==> src/hdl/cnp_pkg.sv <==
// Shared types and constants for the coverage navigation policy core.
// No dependencies; imported by cnp_decide and the top level.
`default_nettype none

package cnp_pkg;

    // maneuver codes
    localparam logic [2:0] MV_NONE        = 3'd0;
    localparam logic [2:0] MV_FORWARD     = 3'd1;
    localparam logic [2:0] MV_QUARTER_CW  = 3'd2;
    localparam logic [2:0] MV_QUARTER_CCW = 3'd3;
    localparam logic [2:0] MV_UTURN_CW    = 3'd4;
    localparam logic [2:0] MV_UTURN_CCW   = 3'd5;
    localparam logic [2:0] MV_STUCK       = 3'd6;

    // configuration register indexes
    localparam logic [1:0] REG_FRONT_LIMIT = 2'd0;
    localparam logic [1:0] REG_SIDE_LIMIT  = 2'd1;
    localparam logic [1:0] REG_PERIOD      = 2'd2;

    localparam logic [15:0] FRONT_LIMIT_RESET = 16'd464;  // 8 cm * 58
    localparam logic [15:0] SIDE_LIMIT_RESET  = 16'd290;  // 5 cm * 58
    localparam logic [7:0]  PERIOD_RESET      = 8'd50;
    localparam logic [15:0] CLEAR_ECHO_US     = 16'd5800; // 100 cm * 58
    localparam logic [7:0]  COUNT_MAX         = 8'd255;

    typedef struct packed {
        logic       first_sample;
        logic       stuck;
        logic       forced_turn;
        logic       prefer_cw;
        logic [7:0] uturn_count;
    } nav_state_t;

    typedef struct packed {
        logic       backed_up;
        logic [2:0] maneuver;
        logic       prefers_clockwise;
        logic [7:0] uturns_done;
    } nav_result_t;

endpackage

`default_nettype wire

==> src/hdl/cnp_mod_unit.sv <==
// Iterative 8-bit remainder unit (restoring, one bit per cycle).
// Depends on nothing but its ports; used by the top level after a period write.
`default_nettype none

module cnp_mod_unit (
    input  wire logic       clk,
    input  wire logic       rst_n,
    input  wire logic       start,
    input  wire logic [7:0] dividend,
    input  wire logic [7:0] divisor,
    output logic            busy,
    output logic            done,
    output logic [7:0]      remainder
);

    logic       busy_reg, busy_next;
    logic       done_reg, done_next;
    logic [2:0] bit_reg, bit_next;
    logic [7:0] dvd_reg, dvd_next;
    logic [7:0] div_reg, div_next;
    logic [7:0] rem_reg, rem_next;
    logic [8:0] shifted;

    always_comb
    begin
        busy_next = busy_reg;
        done_next = 1'b0;
        bit_next  = bit_reg;
        dvd_next  = dvd_reg;
        div_next  = div_reg;
        rem_next  = rem_reg;
        shifted   = {rem_reg, dvd_reg[7]};
        if (start)
        begin
            busy_next = 1'b1;
            bit_next  = 3'd0;
            dvd_next  = dividend;
            div_next  = divisor;
            rem_next  = 8'd0;
        end
        else if (busy_reg)
        begin
            if (shifted >= {1'b0, div_reg})
                rem_next = 8'(shifted - {1'b0, div_reg});
            else
                rem_next = shifted[7:0];
            dvd_next = {dvd_reg[6:0], 1'b0};
            bit_next = 3'(bit_reg + 3'd1);
            if (bit_reg == 3'd7)
            begin
                busy_next = 1'b0;
                done_next = 1'b1;
            end
        end
    end

    always_ff @(posedge clk or negedge rst_n)
    begin
        if (!rst_n)
        begin
            busy_reg <= 1'b0;
            done_reg <= 1'b0;
            bit_reg  <= 3'd0;
        end
        else
        begin
            busy_reg <= busy_next;
            done_reg <= done_next;
            bit_reg  <= bit_next;
        end
    end

    always_ff @(posedge clk)
    begin
        dvd_reg <= dvd_next;
        div_reg <= div_next;
        rem_reg <= rem_next;
    end

    assign busy      = busy_reg;
    assign done      = done_reg;
    assign remainder = rem_reg;

endmodule

`default_nettype wire

==> src/hdl/cnp_decide.sv <==
// Combinational maneuver decision for one echo sample.
// Depends on cnp_pkg for state/result structs and maneuver codes.
`default_nettype none

module cnp_decide (
    input  wire cnp_pkg::nav_state_t state,
    input  wire logic [15:0]     front_limit,
    input  wire logic [15:0]     side_limit,
    input  wire logic            quarter_due,
    input  wire logic [15:0]     front_echo,
    input  wire logic [15:0]     left_echo,
    input  wire logic [15:0]     right_echo,
    output cnp_pkg::nav_state_t  state_next,
    output cnp_pkg::nav_result_t result,
    output logic                 count_step
);
    import cnp_pkg::*;

    logic [15:0] f, l, r;
    logic        stuck_mid, forced_mid;
    logic        right_blocked, left_blocked;
    logic        dir_cw, flip;
    logic        backed;
    logic [2:0]  mv;

    always_comb
    begin
        state_next = state;
        state_next.first_sample = 1'b0;
        count_step = 1'b0;
        backed     = 1'b0;
        mv         = MV_NONE;

        if (state.first_sample)
        begin
            f = CLEAR_ECHO_US;
            l = CLEAR_ECHO_US;
            r = CLEAR_ECHO_US;
        end
        else
        begin
            f = front_echo;
            l = left_echo;
            r = right_echo;
        end

        right_blocked = r < side_limit;
        left_blocked  = l < side_limit;
        dir_cw = state.prefer_cw ? !right_blocked : left_blocked;
        flip   = state.prefer_cw ? !right_blocked : !left_blocked;

        stuck_mid  = state.stuck;
        forced_mid = state.forced_turn;
        if (state.stuck)
        begin
            backed = 1'b1;
            if (r > side_limit || l > side_limit)
            begin
                forced_mid = 1'b1;
                stuck_mid  = 1'b0;
            end
        end
        state_next.stuck       = stuck_mid;
        state_next.forced_turn = forced_mid;

        if (!stuck_mid && (f < front_limit || forced_mid))
        begin
            state_next.forced_turn = 1'b0;
            if (right_blocked && left_blocked)
            begin
                state_next.stuck = 1'b1;
                mv = MV_STUCK;
            end
            else if (quarter_due)
            begin
                mv = dir_cw ? MV_QUARTER_CW : MV_QUARTER_CCW;
            end
            else
            begin
                mv = dir_cw ? MV_UTURN_CW : MV_UTURN_CCW;
                if (state.uturn_count != COUNT_MAX)
                begin
                    count_step = 1'b1;
                    state_next.uturn_count = 8'(state.uturn_count + 8'd1);
                end
                if (flip)
                    state_next.prefer_cw = !state.prefer_cw;
            end
        end
        else if (!stuck_mid)
        begin
            mv = MV_FORWARD;
        end

        result.backed_up         = backed;
        result.maneuver          = mv;
        result.prefers_clockwise = state_next.prefer_cw;
        result.uturns_done       = state_next.uturn_count;
    end

endmodule

`default_nettype wire

==> src/hdl/coverage_navigation_policy_core.sv <==
// Coverage navigation policy core: top level with input, state and result registers.
// Depends on cnp_pkg, cnp_decide and cnp_mod_unit.
// Samples go through the s1 and result registers; one item per cycle unless stalled.
// A period write recomputes count mod period in cnp_mod_unit; input is held off meanwhile.
// Reset: asynchronous active low; limits to 464/290/50, first sample treated as clear,
// prefer clockwise, U-turn count 0, both channels empty.
`default_nettype none

module coverage_navigation_policy_core (
    input  wire logic        clk,
    input  wire logic        rst_n,
    input  wire logic        in_valid,
    output logic             in_ready,
    input  wire logic [15:0] front_echo_us,
    input  wire logic [15:0] left_echo_us,
    input  wire logic [15:0] right_echo_us,
    output logic             out_valid,
    input  wire logic        out_ready,
    output logic             backed_up,
    output logic [2:0]       maneuver,
    output logic             prefers_clockwise,
    output logic [7:0]       uturns_done,
    input  wire logic        cfg_valid,
    output logic             cfg_ready,
    input  wire logic [1:0]  cfg_index,
    input  wire logic [15:0] cfg_data
);
    import cnp_pkg::*;

    logic [15:0] front_limit_reg;
    logic [15:0] side_limit_reg;
    logic [7:0]  period_reg;
    logic [7:0]  phase_reg;   // uturn_count mod period, kept incrementally

    nav_state_t  state_reg, state_next;
    nav_result_t result_next, result_reg;
    logic        count_step;

    logic        s1_valid_reg;
    logic [15:0] s1_front_reg, s1_left_reg, s1_right_reg;
    logic        out_valid_reg;

    logic        mod_busy, mod_done, mod_start;
    logic [7:0]  mod_rem;
    logic        s1_fire, in_fire, cfg_fire;
    logic        quarter_due;
    logic [7:0]  phase_inc;

    assign cfg_ready = !mod_busy;
    assign cfg_fire  = cfg_valid && cfg_ready;
    assign mod_start = cfg_fire && cfg_index == REG_PERIOD;

    assign s1_fire  = s1_valid_reg && !mod_busy && !mod_done
                      && (!out_valid_reg || out_ready);
    assign in_ready = !mod_busy && (!s1_valid_reg || s1_fire);
    assign in_fire  = in_valid && in_ready;

    assign quarter_due = period_reg != 8'd0 && state_reg.uturn_count != 8'd0
                         && phase_reg == 8'd0;
    assign phase_inc   = 8'(phase_reg + 8'd1);

    cnp_mod_unit u_mod (
        .clk       (clk),
        .rst_n     (rst_n),
        .start     (mod_start),
        .dividend  (state_reg.uturn_count),
        .divisor   (cfg_data[7:0]),
        .busy      (mod_busy),
        .done      (mod_done),
        .remainder (mod_rem)
    );

    cnp_decide u_decide (
        .state       (state_reg),
        .front_limit (front_limit_reg),
        .side_limit  (side_limit_reg),
        .quarter_due (quarter_due),
        .front_echo  (s1_front_reg),
        .left_echo   (s1_left_reg),
        .right_echo  (s1_right_reg),
        .state_next  (state_next),
        .result      (result_next),
        .count_step  (count_step)
    );

    always_ff @(posedge clk or negedge rst_n)
    begin
        if (!rst_n)
        begin
            front_limit_reg <= FRONT_LIMIT_RESET;
            side_limit_reg  <= SIDE_LIMIT_RESET;
            period_reg      <= PERIOD_RESET;
            phase_reg       <= 8'd0;
            state_reg       <= '{first_sample: 1'b1, stuck: 1'b0, forced_turn: 1'b0,
                                 prefer_cw: 1'b1, uturn_count: 8'd0};
            s1_valid_reg    <= 1'b0;
            out_valid_reg   <= 1'b0;
        end
        else
        begin
            if (cfg_fire)
            begin
                unique case (cfg_index)
                    REG_FRONT_LIMIT: front_limit_reg <= cfg_data;
                    REG_SIDE_LIMIT:  side_limit_reg  <= cfg_data;
                    REG_PERIOD:      period_reg      <= cfg_data[7:0];
                    default:         ;
                endcase
            end

            if (mod_done)
                phase_reg <= mod_rem;
            else if (s1_fire && count_step)
                phase_reg <= ({1'b0, phase_inc} == {1'b0, period_reg}) ? 8'd0 : phase_inc;

            if (s1_fire)
                state_reg <= state_next;

            if (in_fire)
                s1_valid_reg <= 1'b1;
            else if (s1_fire)
                s1_valid_reg <= 1'b0;

            if (s1_fire)
                out_valid_reg <= 1'b1;
            else if (out_ready)
                out_valid_reg <= 1'b0;
        end
    end

    always_ff @(posedge clk)
    begin
        if (in_fire)
        begin
            s1_front_reg <= front_echo_us;
            s1_left_reg  <= left_echo_us;
            s1_right_reg <= right_echo_us;
        end
        if (s1_fire)
            result_reg <= result_next;
    end

    assign out_valid         = out_valid_reg;
    assign backed_up         = result_reg.backed_up;
    assign maneuver          = result_reg.maneuver;
    assign prefers_clockwise = result_reg.prefers_clockwise;
    assign uturns_done       = result_reg.uturns_done;

endmodule

`default_nettype wire
==> config.mk <==
export PLATFORM = sky130hd
export DESIGN_NAME = coverage_navigation_policy_core
export DESIGN_NICKNAME = d
export VERILOG_FILES = /design/src/hdl/cnp_pkg.sv /design/src/hdl/cnp_mod_unit.sv /design/src/hdl/cnp_decide.sv /design/src/hdl/coverage_navigation_policy_core.sv
export SDC_FILE = /design/constraint.sdc
export NUM_CORES = 1
export LEC_CHECK = 0
export BUFFER_PORTS_ARGS = -buffer_cell sky130_fd_sc_hd__buf_2
export CAP_MARGIN = 40
export CORE_ASPECT_RATIO = 1.2
export CORE_MARGIN = 2
export CORE_UTILIZATION = 45
export DETAILED_ROUTE_END_ITERATION = 10
export SYNTH_ARGS = -nofsm -noshare
export SYNTH_HDL_FRONTEND = slang
export SYNTH_HIERARCHICAL = 1
export SYNTH_SLANG_ARGS = --single-unit
export TNS_END_PERCENT = 20
==> constraint.sdc <==
create_clock -name clk -period 12.3 [get_ports clk]
set_input_delay 1.23 -clock clk [delete_from_list [all_inputs] [get_ports clk]]
set_output_delay 1.23 -clock clk [all_outputs]
set_load 0.01 [all_outputs]
Word level (Yosys, flattened, before mapping)
Cells that the tools add are included.
{ "word_totals": {"input_bits": 71, "output_inout_bits": 16, "register_bits": 152} }
{ "op_classes": {"n_eq_ne": 5, "reduce_logical": 35, "n_addsub": 4, "order_cmp": 6, "n_mux": 44} }
{ "ops": {"columns": ["operator", "count"], "rows": [
  ["$mux 8", 7],
  ["$lt 16x16->1", 3],
  ["$mux 16", 3],
  ["$gt 16x16->1", 2],
  ["$mux 1", 26],
  ["$mux 9", 2],
  ["$add 8x1->8 const B", 2],
  ["$reduce_bool 8->1", 2],
  ["$mux 3", 5],
  ["$logic_and 1x1->1", 12],
  ["$mux 11", 1],
  ["$ge 9x8->1", 1],
  ["$eq 8x8->1", 1],
  ["$logic_not 1->1", 8],
  ["$logic_not 8->1", 1],
  ["$ne 8x8->1 const B", 1],
  ["$reduce_bool 2->1", 4],
  ["$sub 8x8->8", 1],
  ["$reduce_and 2->1", 3],
  ["$logic_or 1x1->1", 4],
  ["$add 3x1->3 const B", 1],
  ["$eq 3x3->1 const B", 1],
  ["$eq 2x1->1 const B", 1],
  ["$eq 2x2->1 const B", 1],
  ["$logic_not 2->1", 1]
]} }

Longest topological paths before layout
{ "depth": {"ltp_word": 11, "mapped_depth": 16, "mapped_depth_nobuf": 14} }

By module
The synthesis kept the hierarchy.
{ "modules_own_cells": {"columns": ["mod", "cells_each", "instances", "area_each_um2"], "rows": [
  ["coverage_navigation_policy_core", 311, 1, 4709.5],
  ["cnp_decide", 267, 1, 1941.9],
  ["cnp_mod_unit", 132, 1, 1517.7]
]} }

Worst setup path after synthesis
Ideal clock, no wire load.
{ "synth_path": {"path_type": "input -> register", "from": "input port out_ready", "to": "register s1_front_reg[0] (enable)", "cell_stages": 4, "required_ns": 11.830, "setup_slack_ns": 7.652, "arrival_ns": 4.178, "cell_sequence": "nand2b_1 nand3_1 clkbuf_1 a21oi_1"} }
{ "synth_between": {"elab_chain_cells": 5} }
{ "synth_lines": {"columns": ["element", "line", "rtl"], "rows": [
  ["start, declared", "coverage_navigation_policy_core.sv:18", "input wire logic out_ready,"],
  ["$logic_or 1x1->1", "coverage_navigation_policy_core.sv:54", "&& (!out_valid_reg || out_ready);"],
  ["$logic_and 1x1->1", "coverage_navigation_policy_core.sv:54", null],
  ["$logic_or 1x1->1", "coverage_navigation_policy_core.sv:55", "assign in_ready = !mod_busy && (!s1_valid_reg || s1_fire);"],
  ["$logic_and 1x1->1", "coverage_navigation_policy_core.sv:55", null],
  ["$logic_and 1x1->1", "coverage_navigation_policy_core.sv:56", "assign in_fire = in_valid && in_ready;"],
  ["net in_fire", "coverage_navigation_policy_core.sv:45", "logic s1_fire, in_fire, cfg_fire;"],
  ["end signal, assigned", "coverage_navigation_policy_core.sv:135", "s1_front_reg <= front_echo_us;"],
  ["end, declared", "coverage_navigation_policy_core.sv:40", "logic [15:0] s1_front_reg, s1_left_reg, s1_right_reg;"]
]} }
The timed path passes the listed nets, and every way through them passes these cells.
A chain may end at the register's enable or synchronous reset.

Final worst setup path
{ "layout_path": {"from": "register state_reg[11] in the netlist's numbering", "to": "register phase_reg[3]"} }
{ "layout_between": {"elab_chain_cells": 10} }
{ "layout_lines": {"columns": ["element", "line", "rtl"], "rows": [
  ["start, declared", "coverage_navigation_policy_core.sv:35", "nav_state_t state_reg, state_next;"],
  ["start signal, assigned", "coverage_navigation_policy_core.sv:94", "state_reg <= '{first_sample: 1'b1, stuck: 1'b0, forced_turn: 1'b0,"],
  ["start signal, assigned", "coverage_navigation_policy_core.sv:117", "state_reg <= state_next;"],
  ["$mux 16", "cnp_decide.sv:34", "if (state.first_sample)"],
  ["$gt 16x16->1", "cnp_decide.sv:57", "if (r > side_limit || l > side_limit)"],
  ["$logic_or 1x1->1", "cnp_decide.sv:57", null],
  ["$mux 1", "cnp_decide.sv:57", null],
  ["$mux 1", "cnp_decide.sv:54", "if (state.stuck)"],
  ["$logic_not 1->1 / $logic_or 1x1->1 (equally long branches)", "cnp_decide.sv:66", "if (!stuck_mid && (f < front_limit || forced_mid))"],
  ["$logic_and 1x1->1", "cnp_decide.sv:66", null],
  ["$mux 1 *", "cnp_decide.sv:66", null],
  ["net count_step", "coverage_navigation_policy_core.sv:37", "logic count_step;"],
  ["$logic_and 1x1->1 *", "coverage_navigation_policy_core.sv:113", "else if (s1_fire && count_step)"],
  ["$reduce_bool 2->1 (no source line) *", null, null],
  ["end signal, assigned", "coverage_navigation_policy_core.sv:112", "phase_reg <= mod_rem;"],
  ["end signal, assigned", "coverage_navigation_policy_core.sv:114", "phase_reg <= ({1'b0, phase_inc} == {1'b0, period_reg}) ? 8'd0 : phase_inc;"],
  ["end, declared", "coverage_navigation_policy_core.sv:33", "logic [7:0] phase_reg;"]
]} }
Mark *: on every way through the listed nets, which the timed path passes. The rest lies on a longest branch.

==> flow_metrics.py <==
metrics = {
    "status": {
        "status": "finished clean",
    },
    "timing": {
        "hold_slack_ns": 0.489,
        "fmax_mhz": 243,
        "fin_setup_tns_ns": 0,
        "hold_viol": 0,
        "min_period_ns": 4.11,
        "report.final.slew_viol_count": 0,
        "relSlewSlack_pct": 32.3,
        "setup_violations": 0,
        "rsz0062_at_grt": "false",
        "worst_pin_slew_ns": 1.02,
        "skew_ns": 0.00877,
        "timing.final.crit_share_pct": 33.4,
        "setup_ws_ns": 8.19,
    },
    "cts": {
        "tritoncts.num_buffers": 17,
        "clock_sinks": 152,
        "htree_levels": 4,
        "cts-root-buf": "clkbuf_16",
        "cts_resized": 0,
        "postCtsSetupBuffers": 0,
        "clkTransAtPathRegs_ns": 0.06,
        "clock_latency_ns": 0.42,
        "hold_buffers": 0,
        "cts_tree": "built",
        "clockBufferDepth": 2,
    },
    "hold_path": {
        "hold_path_startpoint": "state_reg[8]$_DFFE_PN1P_",
        "min_path_type": "reg2reg",
    },
    "grt": {
        "antenna_found_initial": 0,
        "grt_use_met2_pct": 31.6,
        "grt_usage_pct": 18.3,
        "grt_use_met1_pct": 22.4,
        "grt.busiest_layer": "met2",
        "grt_pass1_wl_mm": 27.5,
        "grt-ovfl-total": 0,
        "grt_pass1_vias": 5443,
        "use_met3_pct": 3.37,
        "grt_max_degree": 65,
    },
    "die": {
        "io_pins": 87,
        "rows": 53,
        "coreArea_um2": 17600,
        "dieArea_um2": 19300,
        "die_h_um": 152,
        "fp.dieW_um": 127,
        "initial_utilization_pct": 46.3,
    },
    "synthesis": {
        "syn_inst": 710,
        "syn_nets": 842,
        "syn_avg_cell_area_um2": 11.5,
        "synth_edf_count": 77,
        "synth_area_um2": 8170,
        "synth.distinct_cells": 79,
        "synthArstFlopShare_pct": 44.1,
        "ys_ff_latch": 152,
        "yosysSeqAreaShare_pct": 51.0,
        "synth-warning-count": 6,
        "synth-main-ff-cell": "edfxtp_1",
    },
    "power": {
        "pwr_density_cell_nw_per_um2": 262,
        "ir_drop_v": 0.000114,
        "p_leak_nw": 4.01,
    },
    "placement": {
        "post_dp_cell_area_um2": 8800,
        "io_buffer_count": 86,
        "dp_slack_ns": 8.17,
        "dp.cells": 989,
        "gp_congestion": 0.846,
        "place_hpwl_mm": 12.4,
    },
    "worst_setup_path": {
        "worstPathArrival_ns": 4.44,
        "crit_path_end_kind": "register",
        "startpoint": "state_reg[11]$_DFFE_PN1P_",
        "worstSetupPathType": "reg2reg",
        "cp_slowest_stage_delay_ns": 1.02,
        "slowest_stage": "dfstp_2",
        "required_ns": 12.63,
        "path_max_fanout": 49,
        "worstSetupStartpointType": "register",
        "reg2reg_from": "state_reg[11]$_DFFE_PN1P_",
        "path_cells": "nor2b_1 -> ha_1 -> a21o_1 -> a31oi_1 -> nand3_1 -> o31ai_2 -> nor2_2 -> nor2_8 -> nand3_4 -> inv_1 -> nand4_1 -> nor2_1 -> mux2_2 -> o221ai_1",
    },
    "drt": {
        "vias_per_cell": 5.27,
        "wl_per_cell_um": 16.4,
        "vias": 5384,
        "drc_errors": 0,
        "drt_iter0_drc": 271,
        "final_antenna_net_count": 0,
        "wl_mm": 16.7,
        "dr.pass1.iters": 4,
    },
    "run": {
        "cap_violations": 0,
    },
    "finish": {
        "antennaDiodeCount": 0,
        "final_cell_area_um2": 9370,
        "layout-drive-gt1-share_pct": 27.6,
        "layout.nets": 920,
        "stdcell_count": 1021,
        "area_growth_syn_to_layout_pct": 14.7,
        "nFillCells": 1539,
    },
}
==> routing by layer <==
metal	routed length (µm)	part of all wire, %
met5	0	0
met1	7240	43
met2	8420	50
met3	601	3.6
met4	438	2.6
==> Yosys cell counts (6+ instances only) <==
cell type / n / area (µm²)
nand2_1: 82 / 308
edfxtp_1: 77 / 2310
ha_1: 60 / 751
dfrtp_1: 55 / 1380
inv_1: 51 / 191
mux2_2: 44 / 495
nor2b_1: 35 / 219
a21oi_1: 33 / 165
nor2_1: 23 / 86.3
or2_2: 18 / 113
buf_4: 13 / 97.6
xnor2_1: 13 / 114
clkbuf_1: 12 / 45.0
dfstp_2: 12 / 315
nand3_1: 12 / 60.1
nand4_1: 12 / 75.1
o21ai_0: 10 / 50.1
xor2_1: 9 / 78.8
dfxtp_1: 8 / 160
nand2b_1: 8 / 50.1
mux2i_1: 7 / 70.1
and3_1: 6 / 37.5
buf_2: 6 / 30.0
nor3_1: 6 / 30.0
==> worst max-delay path: cells and delay by family, from the launching register on <==
family	cells	cell delay (ns)
adders and majority gates	1	0.33
and+or+nand+nor	7	1.19
buffers and inverters	1	0.09
muxes	1	0.35
AOI/OAI and AO/OA	4	1.02
DFF	1	1.02
==> where the power goes <==
part	leakage (nW)	total, mW	internal [mW]	switching (mW)
logic	2.14	1.03	0.453	0.581
clock network	0.276	0.504	0.308	0.196
registers	1.59	0.918	0.765	0.153
==> area by class of cell <==
class | instances | area, µm² | area share (%)
Tap cell | 220 | 275 | 2.94
Inverter | 51 | 191 | 2.04
Sequential cell | 152 | 4160 | 44.4
Clock buffer | 24 | 472 | 5.03
Timing Repair Buffer | 92 | 503 | 5.37
Multi-Input combinational cell | 474 | 3670 | 39.2
Clock inverter | 8 | 96.3 | 1.03
==> stage by stage <==
stage / power, mW / util [%]
after CTS: 2.48 / 53.1
final: 2.46 / 53.1
after global placement: 1.91 / 49.6
after global routing: 2.65 / 53.1
after detailed placement: 1.97 / 49.9
after floorplan: 1.72 / -
==> logic make-up (layout without fill, tap and decap cells) <==
group / Yosys count / after routing / share of synthesized area, %
AOI/OAI and AO/OA: 95 / 95 / 8.41
DFF: 152 / 152 / 51.0
adders and majority gates: 61 / 61 / 9.43
xor gates and xnor gates: 22 / 22 / 2.36
muxes: 57 / 57 / 7.89
other: 1 / 1 / 0.0459
buffers and inverters: 84 / 175 / 4.73
and+or+nand+nor: 238 / 238 / 16.2
==> cell usage in the layout, fill, tap and decap left out, drive strengths merged, types with 3 or more instances in the layout <==
| cell | n |
|---|---|
| a211oi | 4 |
| a21o | 3 |
| a21oi | 34 |
| a31oi | 3 |
| and2 | 3 |
| and3 | 6 |
| and4 | 3 |
| buf | 92 |
| clkbuf | 24 |
| clkinv | 4 |
| dfrtp | 55 |
| dfstp | 12 |
| dfxtp | 8 |
| edfxtp | 77 |
| ha | 60 |
| inv | 52 |
| mux2 | 50 |
| mux2i | 7 |
| nand2 | 82 |
| nand2b | 8 |
| nand3 | 15 |
| nand4 | 13 |
| nor2 | 26 |
| nor2b | 36 |
| nor3 | 6 |
| nor3b | 3 |
| nor4 | 6 |
| nor4b | 3 |
| o211ai | 4 |
| o21a | 3 |
| o21ai | 15 |
| o221ai | 6 |
| o31ai | 4 |
| or2 | 20 |
| xnor2 | 13 |
| xor2 | 9 |
==> final timing paths <==
kind / to / slack [ns] / depth (start not counted)
min reg2reg: state_reg[8]$_DFFE_PN1P_ / 0.49 / 2
min: state_reg[8]$_DFFE_PN1P_ / 0.49 / 2
max reg2reg: phase_reg[3]$_DFFE_PN0P_ / 8.19 / 14
max in group asynchronous: front_limit_reg[6]$_DFFE_PN1P_ / 11.03 / 3
max: phase_reg[3]$_DFFE_PN0P_ / 8.19 / 14
min in group asynchronous: u_mod/bit_reg[2]$_DFFE_PN0P_ / 0.70 / 2
No activity file was read; power rests on OpenSTA's default activity.
